==> config.mk <==
export PLATFORM = sky130hd
export DESIGN_NAME = feedback_queue_scheduler
export DESIGN_NICKNAME = d
export VERILOG_FILES = /design/src/rtl/core/fqs_pkg.sv /design/src/rtl/core/feedback_queue_scheduler.sv /design/src/rtl/core/fqs_ram.sv
export SDC_FILE = /design/constraint.sdc
export NUM_CORES = 2
export LEC_CHECK = 0
export BUFFER_PORTS_ARGS = -buffer_cell sky130_fd_sc_hd__buf_2
export CORE_MARGIN = 2
export CORE_UTILIZATION = 60
export DETAILED_ROUTE_END_ITERATION = 10
export HOLD_SLACK_MARGIN = 0.06
export PLACE_DENSITY = 0.74
export SLEW_MARGIN = 20
export SYNTH_ARGS = -nofsm -noshare
export SYNTH_HDL_FRONTEND = slang
export SYNTH_SLANG_ARGS = --single-unit
==> constraint.sdc <==
create_clock -name clk_i -period 16.2 [get_ports clk_i]
set_input_delay 2.43 -clock clk_i [delete_from_list [all_inputs] [get_ports clk_i]]
set_output_delay 2.43 -clock clk_i [all_outputs]
set_load 0.005 [all_outputs]
==> src/rtl/core/fqs_pkg.sv <==
// ----------------------------------------------------------------------------
// Feedback queue scheduler package
// Shared widths, opcodes, reset values and result field positions.
// ----------------------------------------------------------------------------
`default_nettype none

package fqs_pkg;

  // Field widths fixed by the item format
  localparam int SLOT_W  = 4;
  localparam int BURST_W = 16;
  localparam int TIME_W  = 32;
  localparam int CFG_W   = 4;

  // Stream widths, padded to whole bytes
  localparam int IN_TDATA_W  = 24;
  localparam int IN_TUSER_W  = 1;
  localparam int OUT_TDATA_W = 112;

  // Input item kinds
  localparam logic OPC_ARRIVAL = 1'b0;
  localparam logic OPC_TICK    = 1'b1;

  // Deepest level after reset
  localparam logic [CFG_W-1:0] MAX_LEVEL_RST = 4'd8;

  // Result item field positions in m_tdata
  localparam int OUT_TIME_LSB   = 0;
  localparam int OUT_RUN_VLD    = 32;
  localparam int OUT_RUN_SLOT   = 33;
  localparam int OUT_DONE_VLD   = 37;
  localparam int OUT_DONE_SLOT  = 38;
  localparam int OUT_DONE_END   = 42;
  localparam int OUT_DONE_TURN  = 74;
  localparam int OUT_USED_W     = 106;

endpackage : fqs_pkg

`default_nettype wire

==> src/rtl/core/feedback_queue_scheduler.sv <==
// ----------------------------------------------------------------------------
// Feedback queue scheduler
// Tick-driven multilevel feedback scheduler with per-level job queues.
// ----------------------------------------------------------------------------
// Usage:
//   Slave stream (s_*) carries arrivals and ticks: s_tuser is the opcode,
//   s_tdata holds job_slot and burst_length. An arrival gives no result item;
//   every tick gives exactly one result item on the master stream (m_*).
//   cfg_we_i/cfg_wdata_i write max_level; write it only while idle.
// Sequencing:
//   The block takes one item at a time; s_tready is high only when idle.
//   An arrival passes ST_ARR and ST_PUSH (only ST_ARR when dropped for a
//   zero burst). A tick passes ST_TICK, ST_CUR and ST_OUT when the running
//   job keeps its quantum, adding ST_DEC, ST_PUSH, ST_DISP and ST_DISPW
//   when a job is demoted, requeued and another dispatched. The path is set
//   by the registered-read job table and queue RAMs, one access per cycle.
// Reset:
//   All queues empty, CPU idle, tick counter zero, max_level 8. The RAMs are
//   not cleared; an entry never written never reaches a result item.
// Stall:
//   A result item holds on m_tdata until m_tready; no new item is taken
//   and the tick counter does not advance meanwhile.
// ----------------------------------------------------------------------------
`default_nettype none

module feedback_queue_scheduler #(
  parameter int MAX_JOBS = 16,
  parameter int LEVELS   = 9
) (
  input  logic                             clk_i,
  input  logic                             rst_ni,
  // slave stream
  input  logic                             s_tvalid_i,
  output logic                             s_tready_o,
  // [3:0] job_slot, [19:4] burst_length, [23:20] zero
  input  logic [fqs_pkg::IN_TDATA_W-1:0]   s_tdata_i,
  // [0] opcode
  input  logic [fqs_pkg::IN_TUSER_W-1:0]   s_tuser_i,
  // master stream
  output logic                             m_tvalid_o,
  input  logic                             m_tready_i,
  // [31:0] tick_time, [32] running_valid, [36:33] running_slot,
  // [37] done_valid, [41:38] done_slot, [73:42] done_end_time,
  // [105:74] done_turnaround, [111:106] zero
  output logic [fqs_pkg::OUT_TDATA_W-1:0]  m_tdata_o,
  // configuration
  input  logic                             cfg_we_i,
  input  logic [fqs_pkg::CFG_W-1:0]        cfg_wdata_i
);

  import fqs_pkg::*;

  localparam int LVL_W = $clog2(LEVELS);
  localparam int PTR_W = $clog2(MAX_JOBS);
  localparam int CNT_W = $clog2(MAX_JOBS + 1);
  localparam int QNT_W = LEVELS;
  localparam int JA_W  = $clog2(MAX_JOBS);
  localparam int FA_W  = $clog2(LEVELS * MAX_JOBS);
  // job table word: {arrival, level, remaining}
  localparam int JW      = TIME_W + LVL_W + BURST_W;
  localparam int J_LVL   = BURST_W;
  localparam int J_ARR   = BURST_W + LVL_W;

  // sequencer states
  localparam logic [3:0] ST_IDLE  = 4'd0;
  localparam logic [3:0] ST_ARR   = 4'd1;
  localparam logic [3:0] ST_PUSH  = 4'd2;
  localparam logic [3:0] ST_TICK  = 4'd3;
  localparam logic [3:0] ST_CUR   = 4'd4;
  localparam logic [3:0] ST_DEC   = 4'd5;
  localparam logic [3:0] ST_DISP  = 4'd6;
  localparam logic [3:0] ST_DISPW = 4'd7;
  localparam logic [3:0] ST_OUT   = 4'd8;

  logic [3:0]         state_q, state_d;
  logic [SLOT_W-1:0]  slot_q, slot_d;
  logic [BURST_W-1:0] burst_q, burst_d;
  logic [CFG_W-1:0]   max_level_q, max_level_d;
  logic               busy_q, busy_d;
  logic [SLOT_W-1:0]  cpu_slot_q, cpu_slot_d;
  logic [QNT_W-1:0]   quantum_q, quantum_d;
  logic [TIME_W-1:0]  tick_q, tick_d;
  logic [LVL_W-1:0]   lvl_q, lvl_d;
  logic               have_next_q, have_next_d;
  logic [SLOT_W-1:0]  next_slot_q, next_slot_d;
  logic [BURST_W-1:0] cur_rem_q, cur_rem_d;
  logic [LVL_W-1:0]   cur_lvl_q, cur_lvl_d;
  logic [TIME_W-1:0]  cur_arr_q, cur_arr_d;
  logic [SLOT_W-1:0]  push_slot_q, push_slot_d;
  logic               ret_disp_q, ret_disp_d;
  logic               ran_q, ran_d;
  logic               done_q, done_d;
  logic [SLOT_W-1:0]  done_slot_q, done_slot_d;
  logic [TIME_W-1:0]  done_end_q, done_end_d;
  logic [TIME_W-1:0]  done_turn_q, done_turn_d;

  logic [PTR_W-1:0]   head_q [LEVELS];
  logic [PTR_W-1:0]   head_d [LEVELS];
  logic [PTR_W-1:0]   tail_q [LEVELS];
  logic [PTR_W-1:0]   tail_d [LEVELS];
  logic [CNT_W-1:0]   cnt_q  [LEVELS];
  logic [CNT_W-1:0]   cnt_d  [LEVELS];

  // RAM ports
  logic               job_we, job_re;
  logic [JA_W-1:0]    job_waddr, job_raddr;
  logic [JW-1:0]      job_wdata, job_rdata;
  logic               fifo_we, fifo_re;
  logic [FA_W-1:0]    fifo_waddr, fifo_raddr;
  logic [SLOT_W-1:0]  fifo_rdata;

  // shared service unit
  logic [BURST_W-1:0] unit_rem_in, unit_rem_out;
  logic [QNT_W-1:0]   unit_qnt_in, unit_qnt_out;
  logic [LVL_W-1:0]   unit_lvl;
  logic               unit_fresh;

  logic [LVL_W-1:0]   pop_lvl;
  logic               any_waiting;
  logic [CFG_W-1:0]   lvl_cap;
  logic [LVL_W-1:0]   demote_lvl;
  logic [PTR_W-1:0]   head_cur, tail_cur;
  logic [CNT_W-1:0]   cnt_cur;
  logic               s_accept;

  fqs_ram #(
    .WIDTH (JW),
    .DEPTH (MAX_JOBS)
  ) u_job_ram (
    .clk_i   (clk_i),
    .we_i    (job_we),
    .waddr_i (job_waddr),
    .wdata_i (job_wdata),
    .re_i    (job_re),
    .raddr_i (job_raddr),
    .rdata_o (job_rdata)
  );

  fqs_ram #(
    .WIDTH (SLOT_W),
    .DEPTH (LEVELS * MAX_JOBS)
  ) u_fifo_ram (
    .clk_i   (clk_i),
    .we_i    (fifo_we),
    .waddr_i (fifo_waddr),
    .wdata_i (push_slot_q),
    .re_i    (fifo_re),
    .raddr_i (fifo_raddr),
    .rdata_o (fifo_rdata)
  );

  assign s_tready_o = (state_q == ST_IDLE);
  assign s_accept   = s_tvalid_i & s_tready_o;
  assign m_tvalid_o = (state_q == ST_OUT);

  assign m_tdata_o = {{(OUT_TDATA_W - OUT_USED_W){1'b0}},
                      done_turn_q, done_end_q, done_slot_q, done_q,
                      (ran_q ? cpu_slot_q : {SLOT_W{1'b0}}), ran_q, tick_q};

  // Highest non-empty level is the lowest index with entries
  always_comb begin
    pop_lvl     = '0;
    any_waiting = 1'b0;
    for (int i = LEVELS - 1; i >= 0; i--) begin
      if (cnt_q[i] != '0) begin
        pop_lvl     = LVL_W'(i);
        any_waiting = 1'b1;
      end
    end
  end

  // Queue bookkeeping for the level under lvl_q
  assign head_cur = head_q[lvl_q];
  assign tail_cur = tail_q[lvl_q];
  assign cnt_cur  = cnt_q[lvl_q];

  assign fifo_raddr = FA_W'(lvl_q) * FA_W'(MAX_JOBS) + FA_W'(head_cur);
  assign fifo_waddr = FA_W'(lvl_q) * FA_W'(MAX_JOBS) + FA_W'(tail_cur);

  // Demotion ceiling: the lower of max_level and the deepest level
  assign lvl_cap    = (max_level_q > CFG_W'(LEVELS - 1)) ? CFG_W'(LEVELS - 1) : max_level_q;
  assign demote_lvl = (CFG_W'(cur_lvl_q) < lvl_cap) ? cur_lvl_q + LVL_W'(1) : cur_lvl_q;

  // One service unit: run a single unit of the selected job, with either the
  // live quantum or a fresh one of 2^level
  always_comb begin
    unit_rem_in = job_rdata[BURST_W-1:0];
    unit_lvl    = job_rdata[J_LVL +: LVL_W];
    unit_fresh  = 1'b1;
    unique case (state_q)
      ST_CUR: begin
        unit_fresh = 1'b0;
      end
      ST_DEC: begin
        unit_rem_in = cur_rem_q;
        unit_lvl    = cur_lvl_q;
      end
      default: begin
      end
    endcase
    unit_qnt_in  = unit_fresh ? (QNT_W'(1) << unit_lvl) : quantum_q;
    unit_rem_out = (unit_rem_in != '0) ? unit_rem_in - BURST_W'(1) : unit_rem_in;
    if (unit_rem_out == '0) begin
      unit_qnt_out = '0;
    end else if (unit_qnt_in != '0) begin
      unit_qnt_out = unit_qnt_in - QNT_W'(1);
    end else begin
      unit_qnt_out = unit_qnt_in;
    end
  end

  always_comb begin
    state_d     = state_q;
    slot_d      = slot_q;
    burst_d     = burst_q;
    max_level_d = cfg_we_i ? cfg_wdata_i : max_level_q;
    busy_d      = busy_q;
    cpu_slot_d  = cpu_slot_q;
    quantum_d   = quantum_q;
    tick_d      = tick_q;
    lvl_d       = lvl_q;
    have_next_d = have_next_q;
    next_slot_d = next_slot_q;
    cur_rem_d   = cur_rem_q;
    cur_lvl_d   = cur_lvl_q;
    cur_arr_d   = cur_arr_q;
    push_slot_d = push_slot_q;
    ret_disp_d  = ret_disp_q;
    ran_d       = ran_q;
    done_d      = done_q;
    done_slot_d = done_slot_q;
    done_end_d  = done_end_q;
    done_turn_d = done_turn_q;
    head_d      = head_q;
    tail_d      = tail_q;
    cnt_d       = cnt_q;

    job_we    = 1'b0;
    job_re    = 1'b0;
    job_waddr = JA_W'(cpu_slot_q);
    job_raddr = JA_W'(cpu_slot_q);
    job_wdata = {job_rdata[J_ARR +: TIME_W], job_rdata[J_LVL +: LVL_W], unit_rem_out};
    fifo_we   = 1'b0;
    fifo_re   = 1'b0;

    unique case (state_q)
      ST_IDLE: begin
        if (s_accept) begin
          slot_d  = s_tdata_i[SLOT_W-1:0];
          burst_d = s_tdata_i[SLOT_W +: BURST_W];
          state_d = (s_tuser_i[0] == OPC_ARRIVAL) ? ST_ARR : ST_TICK;
        end
      end

      ST_ARR: begin
        // drop zero bursts and slots beyond the table
        if (burst_q == '0 || 32'(slot_q) >= MAX_JOBS) begin
          state_d = ST_IDLE;
        end else begin
          job_we      = 1'b1;
          job_waddr   = JA_W'(slot_q);
          job_wdata   = {tick_q, {LVL_W{1'b0}}, burst_q};
          lvl_d       = '0;
          push_slot_d = slot_q;
          ret_disp_d  = 1'b0;
          state_d     = ST_PUSH;
        end
      end

      ST_PUSH: begin
        // a push into a full level is dropped
        if (cnt_cur < CNT_W'(MAX_JOBS)) begin
          fifo_we       = 1'b1;
          tail_d[lvl_q] = (tail_cur == PTR_W'(MAX_JOBS - 1)) ? '0 : tail_cur + PTR_W'(1);
          cnt_d[lvl_q]  = cnt_cur + CNT_W'(1);
        end
        state_d = ret_disp_q ? ST_DISP : ST_IDLE;
      end

      ST_TICK: begin
        ran_d       = 1'b0;
        done_d      = 1'b0;
        done_slot_d = '0;
        done_end_d  = '0;
        done_turn_d = '0;
        lvl_d       = pop_lvl;
        have_next_d = any_waiting;
        job_re      = 1'b1;
        state_d     = ST_CUR;
      end

      ST_CUR: begin
        cur_rem_d = job_rdata[BURST_W-1:0];
        cur_lvl_d = job_rdata[J_LVL +: LVL_W];
        cur_arr_d = job_rdata[J_ARR +: TIME_W];
        if (busy_q && quantum_q != '0) begin
          // keep running the current job
          job_we    = 1'b1;
          quantum_d = unit_qnt_out;
          ran_d     = 1'b1;
          state_d   = ST_OUT;
        end else begin
          if (have_next_q) begin
            fifo_re       = 1'b1;
            head_d[lvl_q] = (head_cur == PTR_W'(MAX_JOBS - 1)) ? '0 : head_cur + PTR_W'(1);
            cnt_d[lvl_q]  = cnt_cur - CNT_W'(1);
          end
          state_d = ST_DEC;
        end
      end

      ST_DEC: begin
        next_slot_d = fifo_rdata;
        if (!busy_q) begin
          quantum_d = '0;
          state_d   = have_next_q ? ST_DISP : ST_OUT;
        end else if (cur_rem_q == '0) begin
          // report completion, free the CPU
          done_d      = 1'b1;
          done_slot_d = cpu_slot_q;
          done_end_d  = tick_q;
          done_turn_d = tick_q - cur_arr_q;
          busy_d      = 1'b0;
          cpu_slot_d  = '0;
          quantum_d   = '0;
          state_d     = have_next_q ? ST_DISP : ST_OUT;
        end else if (!have_next_q) begin
          // nothing waits: fresh quantum for the same job
          job_we    = 1'b1;
          job_wdata = {cur_arr_q, cur_lvl_q, unit_rem_out};
          quantum_d = unit_qnt_out;
          ran_d     = 1'b1;
          state_d   = ST_OUT;
        end else begin
          // demote and requeue behind the waiting jobs
          job_we      = 1'b1;
          job_wdata   = {cur_arr_q, demote_lvl, cur_rem_q};
          lvl_d       = demote_lvl;
          push_slot_d = cpu_slot_q;
          ret_disp_d  = 1'b1;
          state_d     = ST_PUSH;
        end
      end

      ST_DISP: begin
        busy_d     = 1'b1;
        cpu_slot_d = next_slot_q;
        job_re     = 1'b1;
        job_raddr  = JA_W'(next_slot_q);
        state_d    = ST_DISPW;
      end

      ST_DISPW: begin
        job_we    = 1'b1;
        quantum_d = unit_qnt_out;
        ran_d     = 1'b1;
        state_d   = ST_OUT;
      end

      ST_OUT: begin
        if (m_tready_i) begin
          tick_d  = tick_q + TIME_W'(1);
          state_d = ST_IDLE;
        end
      end

      default: begin
        state_d = ST_IDLE;
      end
    endcase
  end

  // control state
  always_ff @(posedge clk_i or negedge rst_ni) begin
    if (!rst_ni) begin
      state_q     <= ST_IDLE;
      max_level_q <= MAX_LEVEL_RST;
      busy_q      <= 1'b0;
      cpu_slot_q  <= '0;
      quantum_q   <= '0;
      tick_q      <= '0;
      for (int i = 0; i < LEVELS; i++) begin
        head_q[i] <= '0;
        tail_q[i] <= '0;
        cnt_q[i]  <= '0;
      end
    end else begin
      state_q     <= state_d;
      max_level_q <= max_level_d;
      busy_q      <= busy_d;
      cpu_slot_q  <= cpu_slot_d;
      quantum_q   <= quantum_d;
      tick_q      <= tick_d;
      head_q      <= head_d;
      tail_q      <= tail_d;
      cnt_q       <= cnt_d;
    end
  end

  // payload
  always_ff @(posedge clk_i) begin
    slot_q      <= slot_d;
    burst_q     <= burst_d;
    lvl_q       <= lvl_d;
    have_next_q <= have_next_d;
    next_slot_q <= next_slot_d;
    cur_rem_q   <= cur_rem_d;
    cur_lvl_q   <= cur_lvl_d;
    cur_arr_q   <= cur_arr_d;
    push_slot_q <= push_slot_d;
    ret_disp_q  <= ret_disp_d;
    ran_q       <= ran_d;
    done_q      <= done_d;
    done_slot_q <= done_slot_d;
    done_end_q  <= done_end_d;
    done_turn_q <= done_turn_d;
  end

endmodule : feedback_queue_scheduler

`default_nettype wire

==> src/rtl/core/fqs_ram.sv <==
// ----------------------------------------------------------------------------
// Feedback queue scheduler RAM
// Generic simple dual-port RAM, one write and one registered read port.
// ----------------------------------------------------------------------------
`default_nettype none

module fqs_ram #(
  parameter int WIDTH = 8,
  parameter int DEPTH = 16
) (
  input  logic                     clk_i,
  input  logic                     we_i,
  input  logic [$clog2(DEPTH)-1:0] waddr_i,
  input  logic [WIDTH-1:0]         wdata_i,
  input  logic                     re_i,
  input  logic [$clog2(DEPTH)-1:0] raddr_i,
  output logic [WIDTH-1:0]         rdata_o
);

  logic [WIDTH-1:0] mem_q [DEPTH];
  logic [WIDTH-1:0] rdata_q;

  always_ff @(posedge clk_i) begin
    if (we_i) begin
      mem_q[waddr_i] <= wdata_i;
    end
    // hold read data until the next read
    if (re_i) begin
      rdata_q <= mem_q[raddr_i];
    end
  end

  assign rdata_o = rdata_q;

endmodule : fqs_ram

`default_nettype wire

==> metrics.md <==
| Metric | Value |
|---|---|
| Status | complete, no violations |
| DP HPWL | 104800 um |
| Wl on met1 | 72530 um |
| Largest area contributor in the netlist | edfxtp_1 |
| CP Max Fanout | 73 |
| Worst min-delay path class | flip-flop to flip-flop |
| WL met3 | 19630 um |
| DRC | 0 |
| Final Hold Viols | 0 |
| Area share of the largest cell type after synthesis | 0.6592 |
| Layout Skew | 29.65 ps |
| Post-route ant nets | 0 |
| Top Layer Used | met4 |
| Clock-pin slew on the worst setup and hold paths | 60 ps |
| GRT overflow | 0 |
| Peak VDD IR | 144.6 uV |
| Clk Latency, worst-skew pair | 800 ps |
| Most frequent CP cell | buf_4 |
| CP cell instances | buf_4 -> mux2i_1 -> o221ai_2 -> buf_4 -> and2_4 -> buf_4 -> buf_4 -> nand2_1 -> a311oi_1 -> a31oi_1 -> o31ai_1 -> nor3_1 -> a211oi_1 |
| Die width | 354.7 um |
| First-pass GRT wire length | 275000 um |
| Min-Delay Path Depth | 0 |
| Power per cell area | 174.0 nW/um^2 |
| WP data required | 16730 ps |
| Vias in the first global route | 43370 |
| Max Clk Rate | 164.4 MHz |
| Post-synth cell types | 87 |
| Worst-case reg-to-reg path depth | 13 |
| Post-synthesis sequential area ratio | 0.7172 |
| TritonCTS clock tree | yes |
| Critical path's slowest cell | buf_4 |
| Final period util | 0.3755 |
| YS warnings | 0 |
| Post_cts resized | 0 |
| Post-synth EDFFs | 1620 |
| Area Overhead vs Synth | 11.07% |
| Worst Tran Pin Value | 1183 ps |
| Post-Syn Area | 73800 um^2 |
| Core box area | 121900 um^2 |
| Antenna violations before repair | 17 |
| IO Count | 148 |
| RePlAce Congestion | 0.8862 |
| # setup viols final | 0 |
| Mean Syn Cell Area | 15.29 um^2 |
| Final Net Count | 5029 |
| RSZ-0062 raised after global routing | no |
| Worst slew margin | 0.2091 |
| Ys async rst share | 0.09548 |
| Row cnt | 128 |
| Crit-path max cell delay | 780 ps |
| Synthesis-stage register bit count | 1791 |
| DIE HEIGHT | 354.7 um |
| Syn Inst Count | 4827 |
| Main flop type after synthesis | edfxtp_1 |
| Fraction of layout cells with a size suffix above 1 | 0.1650 |
| Crit start category | flip-flop |
| H-tree depth | 4 |
| Total clock sinks | 1791 |
| Die ar. | 125800 um^2 |
| Max cap viols | 0 |
| WL per Instance | 27.61 um |
| Drt pass-1 iters | 6 |
| Post-Route Setup TNS | 0 ps |
| Top cells by area, synth | edfxtp_1, mux4_2, dfrtp_1, nand2_1, nor2_1 |
| Num CTS Buffers | 172 |
| Largest net degree at the start of global routing | 154 |
| Port bufs | 137 |
| 1st-iter DRT viols | 6185 |
| Post-CTS Setup Inserts | 0 |
| Clock Path Buffers | 3 |
| Pleak | 0.02822 uW |
| Setup CP Type | flip-flop to flip-flop |
| GRT Util Overall | 0.2949 |
| Final Power | 14260 uW |
| WL final | 185900 um |
| Routed met2 length | 86750 um |
| Minimum clock period | 6083 ps |
| Synth top cells by count | edfxtp_1, nand2_1, nor2_1 |
| Routed vias | 44430 |
| Root Driver | clkbuf_16 |
| Slew Limit Fails | 0 |
| Drt via density | 6.599 |
| CTS Hold Bufs | 0 |
| CP arrival | 6610 ps |
| Cell with the most instances after synthesis | edfxtp_1 |
| Starting Density | 0.6055 |
| Worst Setup End Kind | flip-flop |
==> report_power, final <==
group	switching [uW]	internal, uW
clock network	1710	2280
registers	225	5960
logic	2730	1350
total	4670	9590
==> kinds of logic (layout without fill, tap and decap cells) <==
kind of cell | after synthesis | after routing | share of synthesized area
DFF | 1791 | 1791 | 0.7172
and+or+nand+nor | 1537 | 1537 | 0.09455
AOI/OAI and AO/OA | 630 | 630 | 0.05947
buffers and inverters | 376 | 641 | 0.02133
muxes | 371 | 371 | 0.09058
xor gates and xnor gates | 76 | 76 | 0.009121
adders and majority gates | 45 | 45 | 0.007731
other | 1 | 17 | 0.00005081
==> final cells by class <==
type | count | area, um^2
diodes | 11 | 27.53
clock buffers | 215 | 4569
clock inverters | 106 | 1050
fillers | 7967 | 39910
inverters | 95 | 362.8
multi-input cells | 2665 | 19590
flip-flops and latches | 1791 | 52930
well taps | 1625 | 2033
repair buffers | 225 | 1410
==> metal layers <==
layer	GRT usage	vias to the layer above
li1	-	18820
met1	0.4249	22550
met2	0.4481	2704
met3	0.05964	359
met4	0.1195	0
met5	0	-
==> layout by cell type, fill, tap and decap left out, types with 67 or more instances in the layout <==
master     netlist  layout
nand2_1        702     699
inv_1           90      90
nor2_1         292     277
dfrtp_1        170     170
a21oi_1         86      85
edfxtp_1      1620    1620
o21ai_0         88      87
buf_4           12      84
a211oi_1        94      94
a31oi_1        119     119
clkbuf_16        0     175
mux4_2         230     230
and2_1         102     101
mux2i_1         72      68
and3_1          67      67
buf_2           56     136
nand3_1        177     176
==> final timing paths <==
path                                         endpoint  slack (ps)                  start
min in group asynchronous                   tick_q[8]        1620                 rst_ni
worst min register to register         next_slot_q[2]         430  u_fifo_ram.rdata_o[2]
worst max register to register  u_fifo_ram.rdata_o[2]       10120               lvl_q[0]
max in group asynchronous                    cnt_q[8]       12590                 rst_ni
worst max-delay path            u_fifo_ram.rdata_o[2]       10120               lvl_q[0]
worst min-delay path                   next_slot_q[2]         430  u_fifo_ram.rdata_o[2]
==> critical path: cells and delay by family (launching register included) <==
family	cells	cell delay, ps
AO/OA/AOI/OAI	5	1660
buffers and inverters	4	2420
flip-flops	1	320
multiplexers	1	240
AND/OR/NAND/NOR	3	1060
==> through the flow <==
step                  util  instance area, um^2  setup slack, ps  instances  hold slack, ps
floorplan                -                73820            11050       4832           400.3
global placement    0.6259                76280            10210       6400           418.4
detailed placement  0.6259                76280            10150       6400           410.8
CTS                 0.6720                81900            10150       6721           433.0
global route        0.6725                81960             9703       6732           440.5
finish              0.6725                81970            10120       6733           431.3
==> registers in the layout, summed over array words and instances (netlist names), 9 cells and up <==
register and cells:
u_job_ram.mem_q 832, u_fifo_ram.mem_q 576, u_job_ram.rdata_o 52, cnt_q 45, head_q 36, tail_q 36
cur_arr_q 32, done_end_q 32, done_turn_q 32, tick_q 32, burst_q 16, cur_rem_q 16
quantum_q 9
(Power assumes the default switching activity.)
